--- config.mk ---
export PLATFORM = sky130hd
export DESIGN_NAME = serial_packet_deframer
export DESIGN_NICKNAME = d
export VERILOG_FILES = /design/src/rtl/core/spd_pkg.sv /design/src/rtl/core/spd_ram.sv /design/src/rtl/core/spd_ctrl.sv /design/src/rtl/core/spd_dp.sv /design/src/rtl/core/serial_packet_deframer.sv
export VERILOG_INCLUDE_DIRS = /design/src /design/src/rtl/core
export SDC_FILE = /design/constraint.sdc
export NUM_CORES = 1
export LEC_CHECK = 0
export ABC_AREA = 1
export BUFFER_PORTS_ARGS = -buffer_cell sky130_fd_sc_hd__buf_2
export CELL_PAD_IN_SITES_DETAIL_PLACEMENT = 0
export CELL_PAD_IN_SITES_GLOBAL_PLACEMENT = 2
export CORE_ASPECT_RATIO = 1.5
export CORE_MARGIN = 3
export CORE_UTILIZATION = 44
export CTS_BUF_LIST = sky130_fd_sc_hd__clkbuf_4 sky130_fd_sc_hd__clkbuf_8
export DETAILED_ROUTE_END_ITERATION = 6
export PLACE_DENSITY_LB_ADDON = 0.12
export SYNTH_ARGS = -nofsm -noshare
export SYNTH_HDL_FRONTEND = slang
export SYNTH_SLANG_ARGS = --single-unit
--- constraint.sdc ---
create_clock -name clk -period 3.36 [get_ports clk]
set_input_delay 0 -clock clk [delete_from_list [all_inputs] [get_ports clk]]
set_output_delay 0 -clock clk [all_outputs]
set_load 0.05 [all_outputs]
--- src/rtl/core/serial_packet_deframer_macros.svh ---
// Assertion macros for the checks in the top-level file.
// Each macro expects a clock named clk and an active-low reset named arst_n in scope.
`ifndef SERIAL_PACKET_DEFRAMER_MACROS_SVH
`define SERIAL_PACKET_DEFRAMER_MACROS_SVH

// Same-cycle implication: whenever trig holds, expect holds too.
`define SPD_ASSERT_NOW(label, trig, expect_c) \
	label: assert property (@(posedge clk) disable iff (!arst_n) (trig) |-> (expect_c)) \
		else $error("serial_packet_deframer: same-cycle check failed");

// Next-cycle implication: whenever trig holds, expect holds in the next cycle.
`define SPD_ASSERT_NEXT(label, trig, expect_c) \
	label: assert property (@(posedge clk) disable iff (!arst_n) (trig) |=> (expect_c)) \
		else $error("serial_packet_deframer: next-cycle check failed");

`endif

--- src/rtl/core/spd_pkg.sv ---
package spd_pkg;

	localparam int PAYLOAD_MAX = 32;
	localparam int BYTE_W      = 8;
	localparam int LEN_W       = 6;
	localparam int IDX_W       = $clog2(PAYLOAD_MAX);
	localparam int CFG_IDX_W   = 2;
	localparam int OUT_FIELDS_W = BYTE_W + LEN_W + 1 + 1 + IDX_W + BYTE_W;
	localparam int OUT_TDATA_W  = ((OUT_FIELDS_W + 7) / 8) * 8;
	localparam int OUT_PAD_W    = OUT_TDATA_W - OUT_FIELDS_W;

	localparam logic [BYTE_W-1:0] SYNC_FIRST_RST    = 8'h55;
	localparam logic [BYTE_W-1:0] SYNC_SECOND_RST   = 8'hAA;
	localparam logic [BYTE_W-1:0] TRAILER_RST       = 8'h45;
	localparam logic [LEN_W-1:0]  LENGTH_LIMIT_RST  = 6'd32;
	localparam logic [BYTE_W-1:0] SYNC_SECOND_MASK  = 8'hFE;

	typedef enum logic [CFG_IDX_W-1:0] {
		REG_SYNC_FIRST   = 2'd0,
		REG_SYNC_SECOND  = 2'd1,
		REG_TRAILER      = 2'd2,
		REG_LENGTH_LIMIT = 2'd3
	} cfg_reg_t;

	typedef enum logic [2:0] {
		PH_IDLE    = 3'd0,
		PH_SYNC1   = 3'd1,
		PH_SYNC2   = 3'd2,
		PH_TYPE    = 3'd3,
		PH_PAYLOAD = 3'd4,
		PH_TRAILER = 3'd5,
		PH_EMIT_RD = 3'd6,
		PH_EMIT_LD = 3'd7
	} phase_t;

	// Commands from the controller to the datapath.
	typedef struct packed {
		logic cap_sync1;
		logic cap_sync2;
		logic cap_type;
		logic cap_length;
		logic pay_wr;
		logic idx_clr;
		logic rd_en;
		logic ld_out;
		logic idx_inc;
	} spd_cmd_t;

	// Status from the datapath to the controller.
	typedef struct packed {
		logic sync_hit;
		logic hdr_ok;
		logic len_zero;
		logic pay_done;
		logic trailer_hit;
		logic held_zero;
		logic last_item;
		logic out_free;
	} spd_stat_t;

endpackage

--- src/rtl/core/spd_ram.sv ---
module spd_ram #(
	parameter int WIDTH = 8,
	parameter int DEPTH = 32
) (
	input  logic                     clk,
	input  logic                     we,
	input  logic [$clog2(DEPTH)-1:0] waddr,
	input  logic [WIDTH-1:0]         wdata,
	input  logic                     re,
	input  logic [$clog2(DEPTH)-1:0] raddr,
	output logic [WIDTH-1:0]         rdata
);

	logic [WIDTH-1:0] mem_q [DEPTH];
	logic [WIDTH-1:0] rdata_q;

	always_ff @(posedge clk) begin
		if (we) begin
			mem_q[waddr] <= wdata;
		end
		if (re) begin
			rdata_q <= mem_q[raddr];
		end
	end

	assign rdata = rdata_q;

endmodule

--- src/rtl/core/spd_ctrl.sv ---
module spd_ctrl (
	input  logic              clk,
	input  logic              arst_n,
	input  logic              in_valid,
	output logic              in_ready,
	input  spd_pkg::spd_stat_t st,
	output spd_pkg::spd_cmd_t  cmd
);

	spd_pkg::phase_t phase_q, phase_d;
	logic            take;

	always_ff @(posedge clk or negedge arst_n) begin
		if (!arst_n) begin
			phase_q <= spd_pkg::PH_IDLE;
		end else begin
			phase_q <= phase_d;
		end
	end

	assign in_ready = (phase_q != spd_pkg::PH_EMIT_RD) && (phase_q != spd_pkg::PH_EMIT_LD);
	assign take     = in_valid && in_ready;

	// Next state.
	always_comb begin
		phase_d = phase_q;
		unique case (phase_q)
			spd_pkg::PH_IDLE: begin
				if (take) phase_d = st.sync_hit ? spd_pkg::PH_SYNC1 : spd_pkg::PH_IDLE;
			end
			spd_pkg::PH_SYNC1: begin
				if (take) phase_d = spd_pkg::PH_SYNC2;
			end
			spd_pkg::PH_SYNC2: begin
				if (take) phase_d = spd_pkg::PH_TYPE;
			end
			spd_pkg::PH_TYPE: begin
				if (take) begin
					if (!st.hdr_ok) phase_d = spd_pkg::PH_IDLE;
					else if (st.len_zero) phase_d = spd_pkg::PH_TRAILER;
					else phase_d = spd_pkg::PH_PAYLOAD;
				end
			end
			spd_pkg::PH_PAYLOAD: begin
				if (take && st.pay_done) phase_d = spd_pkg::PH_TRAILER;
			end
			spd_pkg::PH_TRAILER: begin
				if (take) begin
					if (!st.trailer_hit) phase_d = spd_pkg::PH_IDLE;
					else if (st.held_zero) phase_d = spd_pkg::PH_EMIT_LD;
					else phase_d = spd_pkg::PH_EMIT_RD;
				end
			end
			spd_pkg::PH_EMIT_RD: begin
				phase_d = spd_pkg::PH_EMIT_LD;
			end
			spd_pkg::PH_EMIT_LD: begin
				if (st.out_free) phase_d = st.last_item ? spd_pkg::PH_IDLE : spd_pkg::PH_EMIT_RD;
			end
		endcase
	end

	// Commands.
	always_comb begin
		cmd = '0;
		unique case (phase_q)
			spd_pkg::PH_IDLE:    cmd.cap_sync1  = take;
			spd_pkg::PH_SYNC1:   cmd.cap_sync2  = take;
			spd_pkg::PH_SYNC2:   cmd.cap_type   = take;
			spd_pkg::PH_TYPE:    cmd.cap_length = take && st.hdr_ok;
			spd_pkg::PH_PAYLOAD: cmd.pay_wr     = take;
			spd_pkg::PH_TRAILER: cmd.idx_clr    = take && st.trailer_hit;
			spd_pkg::PH_EMIT_RD: cmd.rd_en      = 1'b1;
			spd_pkg::PH_EMIT_LD: begin
				cmd.ld_out  = st.out_free;
				cmd.idx_inc = st.out_free && !st.last_item;
			end
		endcase
	end

endmodule

--- src/rtl/core/spd_dp.sv ---
module spd_dp (
	input  logic                              clk,
	input  logic                              arst_n,
	input  logic                              cfg_we,
	input  logic [spd_pkg::CFG_IDX_W-1:0]     cfg_index,
	input  logic [spd_pkg::BYTE_W-1:0]        cfg_wdata,
	input  logic [spd_pkg::BYTE_W-1:0]        rx_byte,
	input  spd_pkg::spd_cmd_t                 cmd,
	output spd_pkg::spd_stat_t                st,
	output logic                              out_valid,
	input  logic                              out_ready,
	output logic [spd_pkg::OUT_TDATA_W-1:0]   out_data,
	output logic                              out_last
);

	logic [spd_pkg::BYTE_W-1:0] sync_first_q, sync_second_q, trailer_q;
	logic [spd_pkg::LEN_W-1:0]  length_limit_q;

	logic [spd_pkg::BYTE_W-1:0] held_sync_first_q, held_sync_second_q, held_type_q;
	logic [spd_pkg::LEN_W-1:0]  held_length_q;
	logic [spd_pkg::LEN_W-1:0]  pay_count_q;
	logic [spd_pkg::IDX_W-1:0]  rd_idx_q;

	logic                             out_valid_q;
	logic [spd_pkg::OUT_TDATA_W-1:0]  out_data_q;
	logic                             out_last_q;

	logic [spd_pkg::BYTE_W-1:0] ram_q;
	logic                       ram_we;
	logic                       has_data;

	// Configuration registers.
	always_ff @(posedge clk or negedge arst_n) begin
		if (!arst_n) begin
			sync_first_q   <= spd_pkg::SYNC_FIRST_RST;
			sync_second_q  <= spd_pkg::SYNC_SECOND_RST;
			trailer_q      <= spd_pkg::TRAILER_RST;
			length_limit_q <= spd_pkg::LENGTH_LIMIT_RST;
		end else if (cfg_we) begin
			unique case (cfg_index)
				spd_pkg::REG_SYNC_FIRST:   sync_first_q   <= cfg_wdata;
				spd_pkg::REG_SYNC_SECOND:  sync_second_q  <= cfg_wdata;
				spd_pkg::REG_TRAILER:      trailer_q      <= cfg_wdata;
				spd_pkg::REG_LENGTH_LIMIT: length_limit_q <= cfg_wdata[spd_pkg::LEN_W-1:0];
			endcase
		end
	end

	// Header fields.
	always_ff @(posedge clk) begin
		if (cmd.cap_sync1)  held_sync_first_q  <= rx_byte;
		if (cmd.cap_sync2)  held_sync_second_q <= rx_byte;
		if (cmd.cap_type)   held_type_q        <= rx_byte;
		if (cmd.cap_length) held_length_q      <= rx_byte[spd_pkg::LEN_W-1:0];
	end

	// Payload write counter and drain read index.
	always_ff @(posedge clk or negedge arst_n) begin
		if (!arst_n) begin
			pay_count_q <= '0;
			rd_idx_q    <= '0;
		end else begin
			if (cmd.cap_length) pay_count_q <= '0;
			else if (cmd.pay_wr) pay_count_q <= pay_count_q + spd_pkg::LEN_W'(1);
			if (cmd.idx_clr) rd_idx_q <= '0;
			else if (cmd.idx_inc) rd_idx_q <= rd_idx_q + spd_pkg::IDX_W'(1);
		end
	end

	assign ram_we = cmd.pay_wr && (pay_count_q < spd_pkg::LEN_W'(spd_pkg::PAYLOAD_MAX));

	spd_ram #(
		.WIDTH (spd_pkg::BYTE_W),
		.DEPTH (spd_pkg::PAYLOAD_MAX)
	) u_store (
		.clk   (clk),
		.we    (ram_we),
		.waddr (pay_count_q[spd_pkg::IDX_W-1:0]),
		.wdata (rx_byte),
		.re    (cmd.rd_en),
		.raddr (rd_idx_q),
		.rdata (ram_q)
	);

	// Status towards the controller.
	assign st.sync_hit    = (rx_byte == sync_first_q);
	assign st.hdr_ok      = (held_sync_first_q == sync_first_q)
		&& ((held_sync_second_q & spd_pkg::SYNC_SECOND_MASK) == sync_second_q)
		&& (rx_byte <= spd_pkg::BYTE_W'(length_limit_q))
		&& (rx_byte <= spd_pkg::BYTE_W'(spd_pkg::PAYLOAD_MAX));
	assign st.len_zero    = (rx_byte == '0);
	assign st.pay_done    = ((pay_count_q + spd_pkg::LEN_W'(1)) == held_length_q);
	assign st.trailer_hit = (rx_byte == trailer_q);
	assign st.held_zero   = (held_length_q == '0);
	assign st.last_item   = st.held_zero
		|| ((spd_pkg::LEN_W'(rd_idx_q) + spd_pkg::LEN_W'(1)) == held_length_q);
	assign st.out_free    = !out_valid_q || out_ready;

	// Output register.
	assign has_data = !st.held_zero;

	always_ff @(posedge clk or negedge arst_n) begin
		if (!arst_n) begin
			out_valid_q <= 1'b0;
		end else if (cmd.ld_out) begin
			out_valid_q <= 1'b1;
		end else if (out_ready) begin
			out_valid_q <= 1'b0;
		end
	end

	always_ff @(posedge clk) begin
		if (cmd.ld_out) begin
			out_data_q <= {
				{spd_pkg::OUT_PAD_W{1'b0}},
				(has_data ? ram_q : {spd_pkg::BYTE_W{1'b0}}),
				rd_idx_q,
				has_data,
				held_sync_second_q[0],
				held_length_q,
				held_type_q
			};
			out_last_q <= st.last_item;
		end
	end

	assign out_valid = out_valid_q;
	assign out_data  = out_data_q;
	assign out_last  = out_last_q;

endmodule

--- src/rtl/core/serial_packet_deframer.sv ---
// Serial packet deframer. Each input item is one byte from a serial link; the block hunts for
// frames made of a first sync byte, a second sync byte whose bit 0 asks for an acknowledge, a
// type byte, a length byte, that many payload bytes and a trailer byte. The header is checked
// when the length byte arrives (both sync bytes against their registers, the length against
// length_limit and the 32-byte store), and a failed check returns the receiver to hunting without
// looking at that byte again. Payload bytes go into a 32-entry store; a matching trailer then
// releases the frame as a run of output items, one per payload byte with tlast on the final one,
// or a single item without data for an empty frame. A wrong trailer drops the frame silently.
// While receiving, one byte is taken each clock cycle. After a good trailer the input is held
// off while the frame is read back: the store has a registered read port, so each result takes
// a read and then a load into the output register. For an empty frame only the load is made,
// with no read. A stalled output register stretches each load until it is free. The last result
// may still wait in the output register while the next frame is being received. The store holds
// no reset value and needs no clearing pass, since only entries written for the current frame
// are read. Configuration must be written only while no frame is in progress.
module serial_packet_deframer (
	input  logic                              clk,
	input  logic                              arst_n,
	// Received bytes.
	input  logic                              s_tvalid,
	output logic                              s_tready,
	input  logic [spd_pkg::BYTE_W-1:0]        s_tdata,   // [7:0] rx_byte
	// Frame results.
	output logic                              m_tvalid,
	input  logic                              m_tready,
	// [7:0] frame_type, [13:8] frame_length, [14] ack_wanted, [15] has_data,
	// [20:16] byte_index, [28:21] data_byte, [31:29] zero
	output logic [spd_pkg::OUT_TDATA_W-1:0]   m_tdata,
	output logic                              m_tlast,
	// Configuration writes.
	input  logic                              cfg_we,
	input  logic [spd_pkg::CFG_IDX_W-1:0]     cfg_index,
	input  logic [spd_pkg::BYTE_W-1:0]        cfg_wdata
);

`include "serial_packet_deframer_macros.svh"

	spd_pkg::spd_cmd_t  cmd;
	spd_pkg::spd_stat_t st;

	// The controller sequences the header, payload, trailer and read-back phases.
	spd_ctrl u_ctrl (
		.clk      (clk),
		.arst_n   (arst_n),
		.in_valid (s_tvalid),
		.in_ready (s_tready),
		.st       (st),
		.cmd      (cmd)
	);

	// The datapath holds the registers, header fields, payload store and output register.
	spd_dp u_dp (
		.clk       (clk),
		.arst_n    (arst_n),
		.cfg_we    (cfg_we),
		.cfg_index (cfg_index),
		.cfg_wdata (cfg_wdata),
		.rx_byte   (s_tdata),
		.cmd       (cmd),
		.st        (st),
		.out_valid (m_tvalid),
		.out_ready (m_tready),
		.out_data  (m_tdata),
		.out_last  (m_tlast)
	);

	// A new result is only loaded when the output register is free or being emptied.
	`SPD_ASSERT_NOW(a_load_into_free, cmd.ld_out, st.out_free)
	// A store read is always followed by a load attempt, with the input still stalled.
	`SPD_ASSERT_NEXT(a_read_then_load, cmd.rd_en, !s_tready)
	// A result without data is the single result of an empty frame.
	`SPD_ASSERT_NOW(a_empty_frame_item, m_tvalid && !m_tdata[15],
		m_tlast && (m_tdata[13:8] == '0) && (m_tdata[28:16] == '0))
	// Payload writes and store reads never happen together.
	`SPD_ASSERT_NOW(a_write_read_apart, cmd.pay_wr, !cmd.rd_en && !cmd.ld_out)

endmodule

==> impl_metrics.env <==
export IMPL_critPathLaunchType="register"
export IMPL_slew_headroom=0.342
export IMPL_numPortBuffers=54
export IMPL_layout_common_cells="324 x edfxtp_1, 223 x nand2_1, 223 x nor2_1"
export IMPL_rows=83
export IMPL_synth_compound_area_frac=0.100
export IMPL_setup_slack_ns=0.684
export IMPL_use_met2=0.440
export IMPL_die_y_microns=236
export IMPL_power_leakage_nw=6.54
export IMPL_ir_drop_v=0.000470
export IMPL_synth_top_cell_area_share=0.629
export IMPL_grt_antenna_before_repair=0
export IMPL_synth_cell_types=36
export IMPL_gr_usage_all_layers=0.231
export IMPL_yosys_area_top_type="edfxtp_1"
export IMPL_synth_area_sq_mm=0.0155
export IMPL_grt_pass1_vias=10500
export IMPL_swShare=0.360
export IMPL_crit_arrival_ns=3.16
export IMPL_first_pass_iters=5
export IMPL_outcome="finished, final reports clean"
export IMPL_finalSetupTns_ns=0
export IMPL_dieArea_sq_mm=0.0375
export IMPL_sequentialPowerShare=0.419
export IMPL_hold_viol_final=0
export IMPL_wirelength_microns=43700
export IMPL_crit_path_end_kind="register"
export IMPL_syn_avg_cell_area_sq_um=11.5
export IMPL_synthMuxAreaShare=0
export IMPL_power_w=0.0132
export IMPL_wl_per_cell_microns=22.4
export IMPL_syn_inst=1350
export IMPL_intPower_w=0.00842
export IMPL_syn_to_final_growth_pct=13.4
export IMPL_cap_viol_max_count=0
export IMPL_grt_max_degree=108
export IMPL_antenna_left=0
export IMPL_synth_xor_area_frac=0.00995
export IMPL_fp_coreArea_sq_mm=0.0345
export IMPL_drive_gt1_frac=0.126
export IMPL_cts_sinks=369
export IMPL_period_share=0.796
export IMPL_crit_type="register to register"
export IMPL_nFillCells=3166
export IMPL_rsz0062_at_grt="no"
export IMPL_htreeDepth=2
export IMPL_yosys_area_share_simple=0.133
export IMPL_cts_resized=0
export IMPL_layout_min_cycle_time_ns=2.68
export IMPL_synth_fa_ha_area_frac=0.00890
export IMPL_tritoncts="yes"
export IMPL_slew_violations=0
export IMPL_antenna_cells=0
export IMPL_clk_insertion_delay_late_ns=0.61
export IMPL_hp_class="input pin to register"
export IMPL_p_clk_frac=0.281
export IMPL_final_common_cell="edfxtp_1"
export IMPL_start_util=0.449
export IMPL_fin_worst_skew_ns=0.0218
export IMPL_switchingPower_w=0.00474
export IMPL_place_ws_ns=0.711
export IMPL_ys_seq_area_frac=0.703
export IMPL_place_congestion=0.835
export IMPL_fmax_mhz=374
export IMPL_route_detailed_drc=0
export IMPL_comb_power_share=0.300
export IMPL_top_usage_layer="met2"
export IMPL_powerDensity_mw_per_mm2=750
export IMPL_cp_required_ns=3.84
export IMPL_synthTopCellsByArea="edfxtp_1 63%, nor2_1 5.4%, nand2_1 5.4%, dfrtp_1 5.3%, o21ai_0 5.0%"
export IMPL_clk_path_buf_depth=3
export IMPL_vias=10400
export IMPL_cts_root_buf="clkbuf_8"
export IMPL_gr_total_overflow=0
export IMPL_ioPinCount=58
export IMPL_hpwl_microns=29400
export IMPL_worstMarginPinSlew_ns=0.983
export IMPL_viasPerCell=5.34
export IMPL_grt_pass1_wl_microns=64500
export IMPL_yosysWarningCount=0
export IMPL_synth_top_family_by_area="simple AND/OR/NAND/NOR gates"
export IMPL_cp_max_fo=33
export IMPL_clk_pin_slew_ns=0.07
export IMPL_grt_use_met1=0.255
export IMPL_ys_seq_elements=369
export IMPL_use_met3=0.0287
export IMPL_setup_viol=0
export IMPL_fin_nets=1476
export IMPL_first_iter_violations=737
export IMPL_fp_dieW_microns=159
export IMPL_cts_buffers_inserted=53
==> metrics by stage <==
step	utilization	instances	cell area [sq um]	hold slack, ns
5_1_grt	0.509	1951	17500	0.0921
2_1_floorplan	-	1352	15500	-0.296
3_5_place_dp	0.471	1833	16200	-0.130
3_3_place_gp	0.471	1833	16200	-0.125
6_report	0.509	1951	17500	0.0380
4_1_cts	0.509	1951	17500	0.00167
==> cell type report <==
type / instances / area [sq um] / share of cell area
repair buffers: 98 / 691 / 0.0394
multi-input cells: 816 / 3910 / 0.223
flip-flops and latches: 369 / 10900 / 0.620
clock inverters: 34 / 280 / 0.0160
well taps: 467 / 584 / 0.0333
clock buffers: 63 / 811 / 0.0462
inverters: 104 / 392 / 0.0223
==> synthesized netlist by cell type, drive strengths merged <==
cell type / number
xor2: 8
nand3b: 2
a21oi: 17
nand4: 11
o21ai: 169
and2: 2
o22ai: 69
conb: 1
nor4: 3
dfrtp: 33
a211oi: 1
inv: 104
nand3: 33
ha: 11
nor2: 227
buf: 36
edfxtp: 324
a21o: 3
dfstp: 12
xnor2: 7
o211ai: 3
o221ai: 15
clkbuf: 27
or2: 2
nand2: 224
xnor3: 1
nor3: 5
==> power groups by stage <==
stage          logic, W  registers, W  clock network, W
4_1_cts         0.00397       0.00552           0.00378
3_3_place_gp    0.00395       0.00561                 0
6_report        0.00395       0.00552           0.00369
2_1_floorplan   0.00265       0.00551                 0
3_5_place_dp    0.00394       0.00561                 0
5_1_grt         0.00433       0.00555           0.00398
==> registers in the layout, summed over array words and instances, names as in the netlist, 8 cells and up <==
name / flops
u_dp.held_sync_first_q: 8
u_dp.held_sync_second_q: 8
u_dp.held_type_q: 8
u_dp.out_data: 29
u_dp.sync_first_q: 8
u_dp.sync_second_q: 8
u_dp.trailer_q: 8
u_dp.u_store.mem_q: 256
u_dp.u_store.rdata: 8
==> worst max-delay path, cell delays in order, from the launching register on <==
cell      delay, ns
dfrtp_4        0.57
clkinv_2       0.42
buf_4          0.39
nand2_1        0.38
o221ai_1       0.19
o221ai_1       0.36
nand3_1        0.15
nand2_1        0.08
==> logic make-up after synthesis <==
| family | after synthesis |
|---|---|
| AO/OA/AOI/OAI | 277 |
| XOR/XNOR | 16 |
| adder cells (fa/ha/maj) | 11 |
| buffers and inverters | 167 |
| flip-flops | 369 |
| other | 1 |
| AND/OR/NAND/NOR | 509 |
==> layer usage <==
layer  share of wire  wire, microns  vias up
met2            0.55          23900      306
met4           0.046           2020        0
met5               0              0        -
met1            0.37          16100     5092
li1                -              -     4913
met3           0.039           1720      111
==> path summary, 6_finish.rpt <==
kind / start / end / slack, ns / depth (start not counted)
worst max-delay path: u_dp.rd_idx_q[0] / u_dp.u_store.rdata[1] / 0.68 / 7
worst min-delay path: cfg_index[0] / u_dp.length_limit_q[5] / 0.04 / 3
worst max register to register: u_dp.rd_idx_q[0] / u_dp.u_store.rdata[1] / 0.68 / 7
worst min register to register: u_dp.held_type_q[0] / u_dp.out_data[0] / 0.42 / 0
max in group asynchronous: arst_n / u_dp.rd_idx_q[0] / 2.65 / 3
min in group asynchronous: arst_n / u_dp.pay_count_q[1] / 0.06 / 3
==> what timing repair did <==
action,4_1_cts,5_1_grt
buffers inserted,0,0
hold endpoints to repair,168,0
setup endpoints to repair,0,0
hold buffers,21,0
Power figures use the tool's default switching activity.
